<file path="src/hdl/orthogonal_range_count_unit_defines.svh">
// ----------------------------------------------------------------------------
// Assertion macros for the orthogonal range count unit
// Shared check forms, clocked on clk and quiet while rst is high.
// ----------------------------------------------------------------------------
`ifndef ORTHOGONAL_RANGE_COUNT_UNIT_DEFINES_SVH
`define ORTHOGONAL_RANGE_COUNT_UNIT_DEFINES_SVH

// Same-cycle implication.
`define ORC_ASSERT_NOW(label, ante, cons, msg) \
  label: assert property (@(posedge clk) disable iff (rst) (ante) |-> (cons)) \
    else $error(msg);

// Next-cycle implication.
`define ORC_ASSERT_NEXT(label, ante, cons, msg) \
  label: assert property (@(posedge clk) disable iff (rst) (ante) |=> (cons)) \
    else $error(msg);

`endif

</file>
<file path="src/hdl/orc_pkg.sv">
// ----------------------------------------------------------------------------
// orc_pkg
// Shared types and constants of the orthogonal range count unit.
// ----------------------------------------------------------------------------
package orc_pkg;

  localparam int MAX_POINTS_DEF = 1024;
  localparam int COORD_MAX_DEF  = 100000;

  localparam int COORD_W = 17;
  localparam int HIT_W   = 11;
  localparam int TOTAL_W = 32;
  localparam int HIT_MAX = 2047;

  typedef enum logic [1:0] {
    CMD_CLEAR  = 2'd0,
    CMD_INSERT = 2'd1,
    CMD_QUERY  = 2'd2
  } cmd_e;

  // Command moving down the cell chain. For an insert the point sits in a (x)
  // and c (y); for a query a..d are left, right, bottom, top.
  typedef struct packed {
    logic               valid;
    cmd_e               kind;
    logic               rej;
    logic [COORD_W-1:0] a;
    logic [COORD_W-1:0] b;
    logic [COORD_W-1:0] c;
    logic [COORD_W-1:0] d;
  } op_t;

endpackage

</file>
<file path="src/hdl/orc_cell.sv">
// ----------------------------------------------------------------------------
// orc_cell
// One point slot of the chain: stores its point, counts it for passing queries.
// ----------------------------------------------------------------------------
module orc_cell #(
  parameter int INDEX = 0,
  parameter int IDX_W = 11
) (
  input  logic              clk,
  input  logic              rst,
  input  logic              en,
  input  orc_pkg::op_t      op_in,
  input  logic [IDX_W-1:0]  idx_in,
  input  logic [IDX_W-1:0]  cnt_in,
  output orc_pkg::op_t      op_out,
  output logic [IDX_W-1:0]  idx_out,
  output logic [IDX_W-1:0]  cnt_out
);

  logic [orc_pkg::COORD_W-1:0] px;
  logic [orc_pkg::COORD_W-1:0] py;
  logic                        is_mine;
  logic                        hit;

  // idx is the insert slot for inserts, the live point count for queries
  assign is_mine = (idx_in == IDX_W'(INDEX));
  assign hit = op_in.valid && (op_in.kind == orc_pkg::CMD_QUERY) &&
               (IDX_W'(INDEX) < idx_in) &&
               (px >= op_in.a) && (px <= op_in.b) &&
               (py >= op_in.c) && (py <= op_in.d);

  always_ff @(posedge clk) begin
    if (en && op_in.valid && (op_in.kind == orc_pkg::CMD_INSERT) && is_mine) begin
      px <= op_in.a;
      py <= op_in.c;
    end
  end

  always_ff @(posedge clk) begin
    if (rst) begin
      op_out.valid <= 1'b0;
    end else if (en) begin
      op_out  <= op_in;
      idx_out <= idx_in;
      cnt_out <= cnt_in + IDX_W'(hit);
    end
  end

endmodule

</file>
<file path="config.mk">
export PLATFORM = sky130hd
export DESIGN_NAME = orc_cell
export DESIGN_NICKNAME = d
export VERILOG_FILES = /design/src/hdl/orthogonal_range_count_unit_defines.svh /design/src/hdl/orc_pkg.sv /design/src/hdl/orc_cell.sv
export SDC_FILE = /design/constraint.sdc
export NUM_CORES = 1
export LEC_CHECK = 0
export BUFFER_PORTS_ARGS = -buffer_cell sky130_fd_sc_hd__buf_2
export CORE_MARGIN = 1
export CORE_UTILIZATION = 35
export CTS_BUF_LIST = sky130_fd_sc_hd__clkbuf_8
export DETAILED_ROUTE_END_ITERATION = 12
export PLACE_DENSITY = 0.58
export SYNTH_ARGS = -nofsm -noshare
export SYNTH_HDL_FRONTEND = slang
export SYNTH_SLANG_ARGS = --single-unit
</file>
<file path="constraint.sdc">
create_clock -name clk -period 4.99 [get_ports clk]
set_input_delay 0.2495 -clock clk [delete_from_list [all_inputs] [get_ports clk]]
set_output_delay 0.2495 -clock clk [all_outputs]
set_load 0.005 [all_outputs]
</file>
==> reports/metrics.cfg <==
[run_status]
status=finished clean

[clocking]
numCtsBuffers=17
cts_tree=done
clock_latency_ps=440
cts_root_buf=clkbuf_8
clk_pin_slew_ps=60
post_cts_buffers=0
cts_sinks=128
hold_buffers=75
cts_buffer_depth=2
htreeDepth=4
cts_resized=0

[die]
ios=191
fp.dieW_um=130.4
dieArea_um2=17000
std_cell_rows=46
initial_utilization_pct=36.06
die_y_um=130.4
core_area_um2=16000

[synth]
synth_top_area_share_pct=66.10
syn_area_um2=5769
yosysWarningCount=0
synth_top_area_cell=edfxtp_1
synth.area.top_cells=edfxtp_1 66%, ha_1 15%, inv_1 4.4%, a21oi_1 1.8%, nand3_1 1.5%
yosysSeqAreaShare_pct=66.45
yosys_register_bits=128
avgSynthCellArea_um2=14.64
synthCells=394
yosysUniqueCellTypes=34
syn-num-nets=561

[global_routing]
first_global_vias=4221
grt_start_max_net_pins=53
grtUsageTotal_pct=16.37
overflow=0
antenna_found_initial=0
grt_pass1_wl_um=20610

[timing]
hold_viol_final=0
setup_viol=0
setup_ws_ps=1755
finalCriticalPeriod_ps=3235
drv_slew=0
period_share_pct=64.83
max_freq_mhz=309.1
worstMarginPinSlew_ps=691.5
setup_tns_ps=0
maxSlewHeadroom_pct=53.90
clock_skew_ps=9.921
rsz0062_at_grt=no

[critical_path]
cp_max_fo=5
crit_path_cell_trace=dlygate4sd3_1 -> buf_2 -> inv_1 -> ha_1 -> a21oi_1 -> nand2_1 -> a2111oi_0 -> o21a_1 -> o22ai_1 -> a211oi_2 -> ha_1 -> ha_1 -> nand3_1 -> xnor2_1
slowest_stage=a2111oi_0
cp.arrival_ps=3420
crit_top_cell=ha_1
critPathMaxStageDelay_ps=550
path_class=in -> reg
worstPathBufferInverterCount=3
crit_family=compound AO/OA/AOI/OAI gates
critPathLaunchType=primary input
cp.required_ps=5180
worstSetupEndpointType=register

[cells_and_area]
n_antenna_cell=0
syn2layout_area_growth_pct=40.38
nets=848
drive_above_1_share_pct=32.32

[job]
drv_cap=0

[min_path]
hold_class=in -> reg

[routing]
drt_iter0_drc=109
drtPass1Iterations=4
vias=4146
ant_nets=0
routed_wirelength_um=13420
wl_per_cell_um=14.76
drc=0
vias_per_cell=4.561

[place]
dpl_worst_slack_ps=1733
place_congestion=0.7463
dp_hpwl_um=9789
io_buffers=190

[power]
cellLeakagePower_nw=3.604
vdd_drop_max_mv=0.1403
power_density_nw_per_um2=277.7

-- metal layers --
metal	part of all wire, %	vias to the layer above	global-route usage [%]
li1	-	2041	-
met1	44	1974	19.70
met2	49	116	28.10
met3	5.5	15	4.194
met4	1.6	0	6.491
met5	0	-	0
-- layout make-up --
cell class | count | area [µm²]
clock buffers | 17 | 234.0
clock inverters | 14 | 87.58
fillers | 1450 | 7901
inverters | 67 | 251.5
multi-input cells | 199 | 1698
flip-flops and latches | 128 | 3834
well taps | 216 | 270.3
repair buffers | 268 | 1724
-- Yosys cell counts --
cell type	n
o21ai_0	7
nand3_1	17
a21o_1	5
edfxtp_1	127
a2111oi_0	2
a211oi_2	1
a2111oi_4	1
a221oi_2	1
and4_1	2
nor2b_1	1
o21a_1	2
a31oi_1	1
xnor2_1	8
o31a_1	1
nand3b_1	1
nand4b_1	1
o21ai_1	1
nor3_1	2
o21bai_1	1
nor4_1	4
xor2_1	1
a2111oi_2	2
and3_1	3
nand2b_4	1
ha_1	70
nand2b_1	4
nand4_1	10
inv_1	67
a211oi_1	5
o22ai_1	1
nor2_1	7
dfxtp_1	1
nand2_1	15
a21oi_1	21
-- cell usage in the layout (no fill, tap or decap), types with 8 or more instances in the layout --
cell,count
inv_1,72
nand2_1,15
ha_1,70
edfxtp_1,127
a21oi_1,21
buf_2,190
nand3_1,17
clkbuf_8,17
nand4_1,10
xnor2_1,8
dlygate4sd3_1,75
-- logic make-up after synthesis --
family,synth area share (%)
and+or+nand+nor,6.289
adders and majority gates,15.18
xor gates and xnor gates,1.366
AOI/OAI and AO/OA,6.355
DFF,66.45
buffers and inverters,4.359
-- report_power, final --
group / leakage [nW] / internal, W / switching [W]
clock network: 0.183 / 0.000371 / 0.000376
logic: 2.23 / 0.000132 / 0.000120
registers: 1.19 / 0.00124 / 0.0000116
-- worst register-to-register path, delay by kind of cell (launching register included) --
family / cells / cell delay [ps]
AOI/OAI and AO/OA: 5 / 1280
xor gates and xnor gates: 1 / 140
DFF: 1 / 410
adders and majority gates: 3 / 900
and+or+nand+nor: 2 / 200
-- metrics by stage --
step | cell area (µm²) | total power (W) | utilization, % | hold WS [ps] | cells
after CTS | 8099 | 0.002288 | 50.62 | 0.9067 | 909
after global routing | 8099 | 0.002356 | 50.62 | 0.01421 | 909
after detailed placement | 7027 | 0.001483 | 43.92 | 428.2 | 803
final | 8099 | 0.002249 | 50.62 | 31.80 | 909
after global placement | 7027 | 0.001477 | 43.92 | 426.0 | 803
after floorplan | 5769 | 0.001359 | - | 318.6 | 394
-- sequential cells by signal (all words and copies together) (netlist names) --
register / flops
px: 17
cnt_out: 11
op_out: 72
idx_out: 11
py: 17
-- final timing paths --
kind	slack, ps	from	cells after the start	to
setup / recovery	1750	op_in[7]	14	cnt_out[8]
hold / removal	30	op_in[10]	1	op_out[10]
setup reg to reg	1810	py[7]	11	cnt_out[8]
hold reg to reg	480	op_out[71]	2	op_out[71]
No activity file was read; power rests on OpenSTA's default activity.
