==> config.mk <==
export PLATFORM = sky130hd
export DESIGN_NAME = orc_total
export DESIGN_NICKNAME = d
export VERILOG_FILES = /design/src/hdl/orthogonal_range_count_unit_defines.svh /design/src/hdl/orc_pkg.sv /design/src/hdl/orc_total.sv
export SDC_FILE = /design/constraint.sdc
export NUM_CORES = 1
export LEC_CHECK = 0
export ABC_CLOCK_PERIOD_IN_PS = 7700
export CAP_MARGIN = 20
export CORE_ASPECT_RATIO = 0.5
export CORE_MARGIN = 2
export CORE_UTILIZATION = 64
export CTS_CLUSTER_DIAMETER = 120
export DETAILED_ROUTE_END_ITERATION = 12
export DONT_BUFFER_PORTS = 1
export PLACE_DENSITY = 0.8
export SLEW_MARGIN = 20
export SYNTH_ARGS = -nofsm -noshare
export SYNTH_HDL_FRONTEND = slang
export SYNTH_SLANG_ARGS = --single-unit
==> constraint.sdc <==
create_clock -name clk -period 7.7 [get_ports clk]
set_input_delay 0.385 -clock clk [delete_from_list [all_inputs] [get_ports clk]]
set_output_delay 0.385 -clock clk [all_outputs]
set_load 0.1 [all_outputs]
==> src/hdl/orthogonal_range_count_unit_defines.svh <==
// ----------------------------------------------------------------------------
// Assertion macros for the orthogonal range count unit
// Shared check forms, clocked on clk and quiet while rst is high.
// ----------------------------------------------------------------------------
`ifndef ORTHOGONAL_RANGE_COUNT_UNIT_DEFINES_SVH
`define ORTHOGONAL_RANGE_COUNT_UNIT_DEFINES_SVH

// Same-cycle implication.
`define ORC_ASSERT_NOW(label, ante, cons, msg) \
  label: assert property (@(posedge clk) disable iff (rst) (ante) |-> (cons)) \
    else $error(msg);

// Next-cycle implication.
`define ORC_ASSERT_NEXT(label, ante, cons, msg) \
  label: assert property (@(posedge clk) disable iff (rst) (ante) |=> (cons)) \
    else $error(msg);

`endif

==> src/hdl/orc_pkg.sv <==
// ----------------------------------------------------------------------------
// orc_pkg
// Shared types and constants of the orthogonal range count unit.
// ----------------------------------------------------------------------------
package orc_pkg;

  localparam int MAX_POINTS_DEF = 1024;
  localparam int COORD_MAX_DEF  = 100000;

  localparam int COORD_W = 17;
  localparam int HIT_W   = 11;
  localparam int TOTAL_W = 32;
  localparam int HIT_MAX = 2047;

  typedef enum logic [1:0] {
    CMD_CLEAR  = 2'd0,
    CMD_INSERT = 2'd1,
    CMD_QUERY  = 2'd2
  } cmd_e;

  // Command moving down the cell chain. For an insert the point sits in a (x)
  // and c (y); for a query a..d are left, right, bottom, top.
  typedef struct packed {
    logic               valid;
    cmd_e               kind;
    logic               rej;
    logic [COORD_W-1:0] a;
    logic [COORD_W-1:0] b;
    logic [COORD_W-1:0] c;
    logic [COORD_W-1:0] d;
  } op_t;

endpackage

==> src/hdl/orc_total.sv <==
// ----------------------------------------------------------------------------
// orc_total
// Chain exit: saturating running total and the registered result.
// ----------------------------------------------------------------------------
module orc_total #(
  parameter int CNT_W = 11
) (
  input  logic                         clk,
  input  logic                         rst,
  input  logic                         en,
  input  orc_pkg::op_t                 op_in,
  input  logic [CNT_W-1:0]             cnt_in,
  output logic                         res_valid,
  output logic                         res_status,
  output logic [orc_pkg::HIT_W-1:0]    res_hit,
  output logic [orc_pkg::TOTAL_W-1:0]  res_total
);

  logic [orc_pkg::TOTAL_W-1:0] total;
  logic [orc_pkg::TOTAL_W-1:0] total_next;
  logic [orc_pkg::TOTAL_W-1:0] cnt_ext;
  logic [orc_pkg::TOTAL_W:0]   sum;
  logic                        is_query;
  logic                        is_rej;

  assign cnt_ext  = orc_pkg::TOTAL_W'(cnt_in);
  assign sum      = {1'b0, total} + {1'b0, cnt_ext};
  assign is_query = op_in.valid && (op_in.kind == orc_pkg::CMD_QUERY);
  assign is_rej   = op_in.valid && (op_in.kind == orc_pkg::CMD_INSERT) && op_in.rej;

  always_comb begin
    total_next = total;
    if (op_in.valid && (op_in.kind == orc_pkg::CMD_CLEAR)) begin
      total_next = '0;
    end else if (is_query) begin
      total_next = sum[orc_pkg::TOTAL_W] ? '1 : sum[orc_pkg::TOTAL_W-1:0];
    end
  end

  always_ff @(posedge clk) begin
    if (rst) begin
      total     <= '0;
      res_valid <= 1'b0;
    end else if (en) begin
      total     <= total_next;
      res_valid <= is_query || is_rej;
    end
  end

  always_ff @(posedge clk) begin
    if (en) begin
      res_status <= is_rej;
      res_total  <= total_next;
      if (is_rej) begin
        res_hit <= '0;
      end else if (cnt_ext > orc_pkg::TOTAL_W'(orc_pkg::HIT_MAX)) begin
        res_hit <= orc_pkg::HIT_W'(orc_pkg::HIT_MAX);
      end else begin
        res_hit <= cnt_ext[orc_pkg::HIT_W-1:0];
      end
    end
  end

endmodule

==> impl_metrics.csv, run 1 <==
group,metric,value,unit
grt,grt_pass1_vias,3230,
clock_network,cts_hold_buf,0,
grt,grt_usage,27.6,%
synthesis,synth_cell_types,64,
sta,maxSlewViolCount,0,
floorplan,die_x,120,um
sta,tns,0,ns
clock_network,h-tree-depth,3,
synthesis,synthArstFlopShare,0,%
floorplan,ios,131,
clock_network,worstSkewPairLatency,0.34,ns
critical_path,cp.arrival,3.41,ns
synthesis,synth_edf_count,44,
final_layout,antenna-diode-count,0,
synthesis,synth_top_cells_by_area,"edfxtp_1 31%, dfxtp_1 15%, a21oi_1 4.6%",
synthesis,yosysTopAreaCell,"edfxtp_1",
synthesis,synth_nets,552,
grt,grt_pass1_wl,15500,um
sta,finalCriticalPeriod,3.17,ns
final_layout,nets,536,
synthesis,yosysTopAreaCellShare,30.9,%
critical_path,cp.required,7.94,ns
routing,drc,0,
synthesis,synth_commonest_cells,"46 x nand2_1, 44 x edfxtp_1, 39 x a21oi_1",
critical_path,worstSetupPathType,"flip-flop to flip-flop",
routing,num_vias,3469,
critical_path,critPathMaxFanout,18,
power_and_ir_drop,cellLeakagePower,1.71,nW
clock_network,cts_made_buffers,9,
sta,timing.final.hold_violations,0,
min_path,worst_hold_path_type,"input pin to flip-flop",
clock_network,clkTransAtPathRegs,0.05,ns
final_layout,final_cells,535,
sta,fin_worst_skew,0.00295,ns
outcome,status,"completed",
synthesis,syn-instance-count,454,
routing,routed_wl,9910,um
floorplan,fp-row-count,21,
sta,rsz0062_at_grt,"false",
synthesis,yosysMostFrequentCell,"nand2_1",
synthesis,yosysSeqAreaShare,46.3,%
routing,avgViaCountPerCell,6.48,
placed_design,portBuffers,0,
sta,worst_slew_pin_slew,0.966,ns
critical_path,rr_worst_depth,9,
sta,setup-violations-final,0,
critical_path,end_kind,"flip-flop",
sta,max_freq,316,MHz
clock_network,cts_tree,"built",
clock_network,numClockSinks,77,
routing,drt_iter0_markers,307,
routing,dr.pass1.iters,5,
flow_run,maxCapViolations,0,
sta,post-route-period-util,41.1,%
power_and_ir_drop,power_density,219,nW/um2
grt,grt_max_degree,80,
floorplan,dieArea,7400,um2
floorplan,die_h,61.8,um
min_path,hold-path-cell-count,1,
final_layout,drive_gt1_share,5.19,%
clock_network,root_buffer,"clkbuf_16",
clock_network,cts_setup_buffers,0,
synthesis,yosys_warnings,0,
placed_design,globalplace.congestion,0.915,
placed_design,placed_cells,519,
sta,relSlewSlack,35.5,%
final_layout,area_growth,6.51,%
floorplan,start_util,65.2,%
grt,grt_antenna_before_repair,0,
floorplan,core,6570,um2
synthesis,synth_flop_cell,"edfxtp_1",
placed_design,dp_hpwl,6610,um
routing,drtAntennaViolNets,0,
final_layout,fillers,517,
critical_path,startpoint_type,"flip-flop",
synthesis,synth_area,4280,um2
clock_network,clock_path_buffers,2,
grt,gr-total-overflow,0,
synthesis,synth-seq-cells,77,
routing,routedWlPerCell,18.5,um
clock_network,post_cts_resized,0,
synthesis,synth_area_per_cell,9.43,um2
power_and_ir_drop,ir_drop,0.140,mV
power_and_ir_drop,fin_total_pwr,1.00,mW
flip-flops by register name, summed over array words and instances (netlist names):
name,count
total,32
res_valid,1
res_hit,11
res_status,1
res_total,32
per-layer routing:
layer | GRT usage (%) | vias to the layer above | routed length, um
met5 | 0 | - | 0
li1 | - | 1654 | -
met1 | 33.0 | 1668 | 4280
met4 | 13.3 | 0 | 208
met2 | 47.5 | 125 | 4740
met3 | 8.58 | 22 | 683
final timing paths:
path	slack, ns	start	to
min reg2reg	0.48	total[8]	total[8]
min	0.11	rst	res_valid
max	4.53	total[0]	total[11]
max reg2reg	4.53	total[0]	total[11]
placed cells by master, fill, tap and decap left out, types with 5 or more instances in the layout:
| cell type | n |
|---|---|
| mux2i_1 | 6 |
| nand4_1 | 14 |
| o21ai_0 | 22 |
| xnor2_1 | 11 |
| a21o_1 | 5 |
| nand3_1 | 15 |
| clkbuf_16 | 9 |
| and3_1 | 13 |
| and2_1 | 17 |
| a211oi_1 | 7 |
| dfxtp_1 | 33 |
| inv_1 | 11 |
| a31oi_1 | 5 |
| edfxtp_1 | 44 |
| ha_1 | 11 |
| nand2_1 | 46 |
| o21a_1 | 6 |
| a21oi_1 | 39 |
| nor3_1 | 19 |
| nor2_1 | 32 |
| xor2_1 | 7 |
| and4_1 | 9 |
worst max-delay path, cell delays in order (launching register included):
cell and delay, ns:
dfxtp_1 0.36, ha_1 0.23, fa_1 0.25, a21o_1 0.18, a21oi_2 0.09, a2111oi_4 0.57
o2111ai_2 0.43, buf_4 0.38, a31o_1 0.24, a2111oi_2 0.33
final cells by class:
| class | count | area, um2 | share of cell area, % |
|---|---|---|---|
| Multi-Input combinational cell | 337 | 2140 | 46.8 |
| Sequential cell | 77 | 1980 | 43.4 |
| Clock buffer | 13 | 260 | 5.70 |
| Tap cell | 92 | 115 | 2.52 |
| Inverter | 11 | 41.3 | 0.905 |
| Timing Repair Buffer | 2 | 15.0 | 0.329 |
| Clock inverter | 3 | 11.3 | 0.247 |
per-stage QoR:
stage | hold slack (ns) | worst slack [ns] | utilization (%) | area (um2)
6_report | 0.111 | 4.53 | 69.4 | 4560
5_1_grt | 0.100 | 4.34 | 69.4 | 4560
4_1_cts | 0.0979 | 4.56 | 69.4 | 4560
3_5_place_dp | 0.458 | 4.55 | 65.3 | 4290
3_3_place_gp | 0.453 | 4.60 | 65.3 | 4290
2_1_floorplan | 0.449 | 5.12 | - | 4280
power breakdown:
group	internal (mW)	total, mW	switching (mW)
logic	0.0181	0.0497	0.0316
clock network	0.232	0.387	0.154
registers	0.453	0.564	0.111
logic make-up after synthesis:
kind of cell             share of synthesized area (%)
AO/OA/AOI/OAI                                     19.4
XOR/XNOR                                          3.68
adder cells (fa/ha/maj)                           3.68
buffers and inverters                             3.83
flip-flops                                        46.3
multiplexers                                      1.40
AND/OR/NAND/NOR                                   21.7
(Power assumes the default switching activity.)
==> inputs of run 2 (changes only) <==
--- a/config.mk
+++ b/config.mk
@@ -5,7 +5,8 @@
 export SDC_FILE = /design/constraint.sdc
 export NUM_CORES = 1
 export LEC_CHECK = 0
-export ABC_CLOCK_PERIOD_IN_PS = 7700
+export ABC_AREA = 1
+export ABC_CLOCK_PERIOD_IN_PS = 3000
 export CAP_MARGIN = 20
 export CORE_ASPECT_RATIO = 0.5
 export CORE_MARGIN = 2
==> constraint.sdc (replaced) <==
create_clock -name clk -period 3 [get_ports clk]
set_input_delay 0.15 -clock clk [delete_from_list [all_inputs] [get_ports clk]]
set_output_delay 0.15 -clock clk [all_outputs]
set_load 0.1 [all_outputs]
==> run 2 against run 1 <==
Clock skew rose by 0.0014 ns. Sequential share of layout area fell by 3.1 points. Utilization rose by 3.1 points. Cell area rose by 7.7%. Total power rose to 3.0 times the previous value. Flip-flop and latch count did not move. Largest cell class unchanged. Global-route usage barely moved. Critical path type unchanged.
==> impl_metrics.csv, run 2 <==
group,metric,value,unit
grt,gr-total-overflow,0,
power_and_ir_drop,p_switching,0.987,mW
critical_path,crit_top_cell,"nand2_1",
floorplan,die_x,123,um
critical_path,cp.required,3.10,ns
critical_path,cp_cell_sequence,"ha_1 -> fa_1 -> nand3_1 -> nand3_1 -> nand2_1 -> nand2_1 -> nand2_1 -> nand2_1 -> nand3b_1 -> nand3_1 -> nand2_1 -> inv_1",
flow_run,maxCapViolations,0,
synthesis,synth-seq-cells,77,
clock_network,clock_path_buffers,2,
critical_path,worstSetupPathType,"flip-flop to flip-flop",
grt,grt_antenna_before_repair,0,
floorplan,die_h,63.6,um
power_and_ir_drop,ir_drop,0.400,mV
sta,timing.final.hold_violations,0,
synthesis,synth_commonest_cells,"117 x nand2_1, 95 x inv_1, 47 x nand3_1",
min_path,worstHoldStart,"en",
final_layout,final_common_cell,"nand2_1",
critical_path,cp.arrival,2.50,ns
power_and_ir_drop,fin_total_pwr,3.01,mW
power_and_ir_drop,power_density,613,nW/um2
synthesis,synthArstFlopShare,0,%
grt,grt_usage,27.6,%
min_path,worst_hold_path_type,"input pin to flip-flop",
sta,worst_slew_pin_slew,0.980,ns
routing,routed_wl,10300,um
final_layout,reg_top3,"res_total x32, total x32, res_hit x11",
grt,grt_max_degree,76,
sta,post-route-period-util,80.3,%
floorplan,start_util,67.0,%
synthesis,synth_edf_count,44,
synthesis,yosys_warnings,0,
power_and_ir_drop,p_clk_share,38.0,%
routing,num_vias,3732,
floorplan,fp-row-count,21,
clock_network,numClockSinks,77,
synthesis,yosysTopAreaCell,"edfxtp_1",
synthesis,yosysSeqAreaShare,43.7,%
critical_path,startpoint_type,"flip-flop",
power_and_ir_drop,internal_power,2.03,mW
routing,avgViaCountPerCell,5.58,
clock_network,h-tree-depth,3,
sta,holdWs,0.00391,ns
clock_network,worstSkewPairLatency,0.34,ns
clock_network,cts_setup_buffers,0,
clock_network,root_buffer,"clkbuf_16",
final_layout,drive_gt1_share,12.1,%
final_layout,area_growth,8.27,%
placed_design,globalplace.congestion,0.892,
clock_network,cts_made_buffers,9,
routing,dr.pass1.iters,5,
synthesis,syn-instance-count,576,
synthesis,yosysMostFrequentCell,"nand2_1",
power_and_ir_drop,cellLeakagePower,2.38,nW
sta,rsz0062_at_grt,"false",
sta,max_freq,415,MHz
placed_design,dp_hpwl,6920,um
power_and_ir_drop,pwr-share-comb,10.0,%
critical_path,crit_path_max_incr_delay,0.48,ns
placed_design,portBuffers,0,
floorplan,ios,131,
power_and_ir_drop,power.share.sequential,52.1,%
synthesis,synth_nets,674,
critical_path,r2r-start,"total[0]",
clock_network,cts_tree,"built",
outcome,status,"completed",
grt,grt_pass1_wl,16600,um
routing,routedWlPerCell,15.4,um
grt,grt_pass1_vias,3477,
synthesis,synth_cell_types,36,
final_layout,layout_common_cells,"117 x nand2_1, 95 x inv_1, 47 x nand3_1",
sta,maxSlewViolCount,0,
floorplan,core,6780,um2
synthesis,synth_flop_cell,"edfxtp_1",
routing,drc,0,
synthesis,synth_top_cells_by_area,"edfxtp_1 29%, dfxtp_1 15%, nand2_1 9.7%",
sta,fin_worst_skew,0.00432,ns
critical_path,crit_start,"total[0]",
final_layout,antenna-diode-count,0,
clock_network,clkTransAtPathRegs,0.06,ns
sta,setup-violations-final,0,
synthesis,synth_area,4540,um2
critical_path,end_kind,"flip-flop",
sta,finalCriticalPeriod,2.41,ns
floorplan,dieArea,7820,um2
routing,drt_iter0_markers,319,
critical_path,cp_slowest_cell,"fa_1",
routing,drtAntennaViolNets,0,
sta,tns,0,ns
final_layout,nets,670,
synthesis,synth_area_per_cell,7.88,um2
sta,relSlewSlack,34.6,%
critical_path,critPathMaxFanout,6,
power_and_ir_drop,switching_share,32.8,%
synthesis,yosysTopAreaCellShare,29.1,%
run 2: cell types whose count changed after synthesis, sizes merged, moves of 8 or more:
cell	delta
and3	-13
inv	+88
o21ai	+13
nor3	-14
nand2	+88
nor2	+19
and2	-16
and4	-9
clkbuf	-9
a211oi	-8
nand3	+42
run 2: through the flow:
| stage | setup WS (ns) | cell area [um2] | instances | util (%) |
|---|---|---|---|---|
| finish | 0.591 | 4910 | 669 | 72.5 |
| CTS | 0.642 | 4910 | 669 | 72.5 |
| detailed placement | 0.663 | 4570 | 652 | 67.4 |
| global placement | 0.681 | 4570 | 652 | 67.4 |
| global route | 0.455 | 4910 | 669 | 72.5 |
| floorplan | 0.962 | 4540 | 576 | - |
run 2: repair_timing:
action                    in CTS  in global routing
gates resized for setup        0                  0
hold endpoints to repair      75                  0
hold buffers                   1                  0
run 2: area by class of cell:
type | instances | area (um2)
clock inverter | 7 | 90.1
clock buffer | 9 | 225
timing repair buffer | 4 | 50.0
multi-input combinational | 381 | 2080
sequential | 77 | 1980
tap | 92 | 115
fill | 528 | 1860
inverter | 99 | 372
run 2: logic make-up (layout without fill, tap and decap cells):
kind of cell	Yosys count	count (layout)	synth area share (%)
XOR/XNOR	10	10	1.93
AO/OA/AOI/OAI	88	88	10.9
flip-flops	77	77	43.7
buffers and inverters	118	119	10.5
adder cells (fa/ha/maj)	12	12	3.47
AND/OR/NAND/NOR	271	271	29.6
run 2: final timing paths:
| kind | end | slack, ns | cells after the start |
|---|---|---|---|
| max | res_total[22] | 0.59 | 12 |
| min | total[9] | 0.004 | 2 |
| max reg2reg | res_total[22] | 0.59 | 12 |
| min reg2reg | total[9] | 0.56 | 2 |
run 2: per-layer routing:
| metal | vias up | track usage, % | routed length, um |
|---|---|---|---|
| met3 | 17 | 8.51 | 702 |
| met2 | 128 | 42.9 | 4670 |
| li1 | 1862 | - | - |
| met4 | 0 | 8.52 | 159 |
| met1 | 1725 | 37.1 | 4750 |
| met5 | - | 0 | 0 |
run 2: power by group through the flow:
stage	logic, mW	clock network, mW	registers (mW)
finish	0.300	1.15	1.57
global route	0.339	1.19	1.58
CTS	0.297	1.15	1.57
detailed placement	0.272	0	1.59
global placement	0.265	0	1.59
floorplan	0.232	0	1.58
run 2: critical path: cells and delay by family (launching register included):
kind / cells / cell delay (ns)
buffers and inverters: 1 / 0.05
DFF: 1 / 0.32
and+or+nand+nor: 9 / 1.07
adders and majority gates: 2 / 0.72
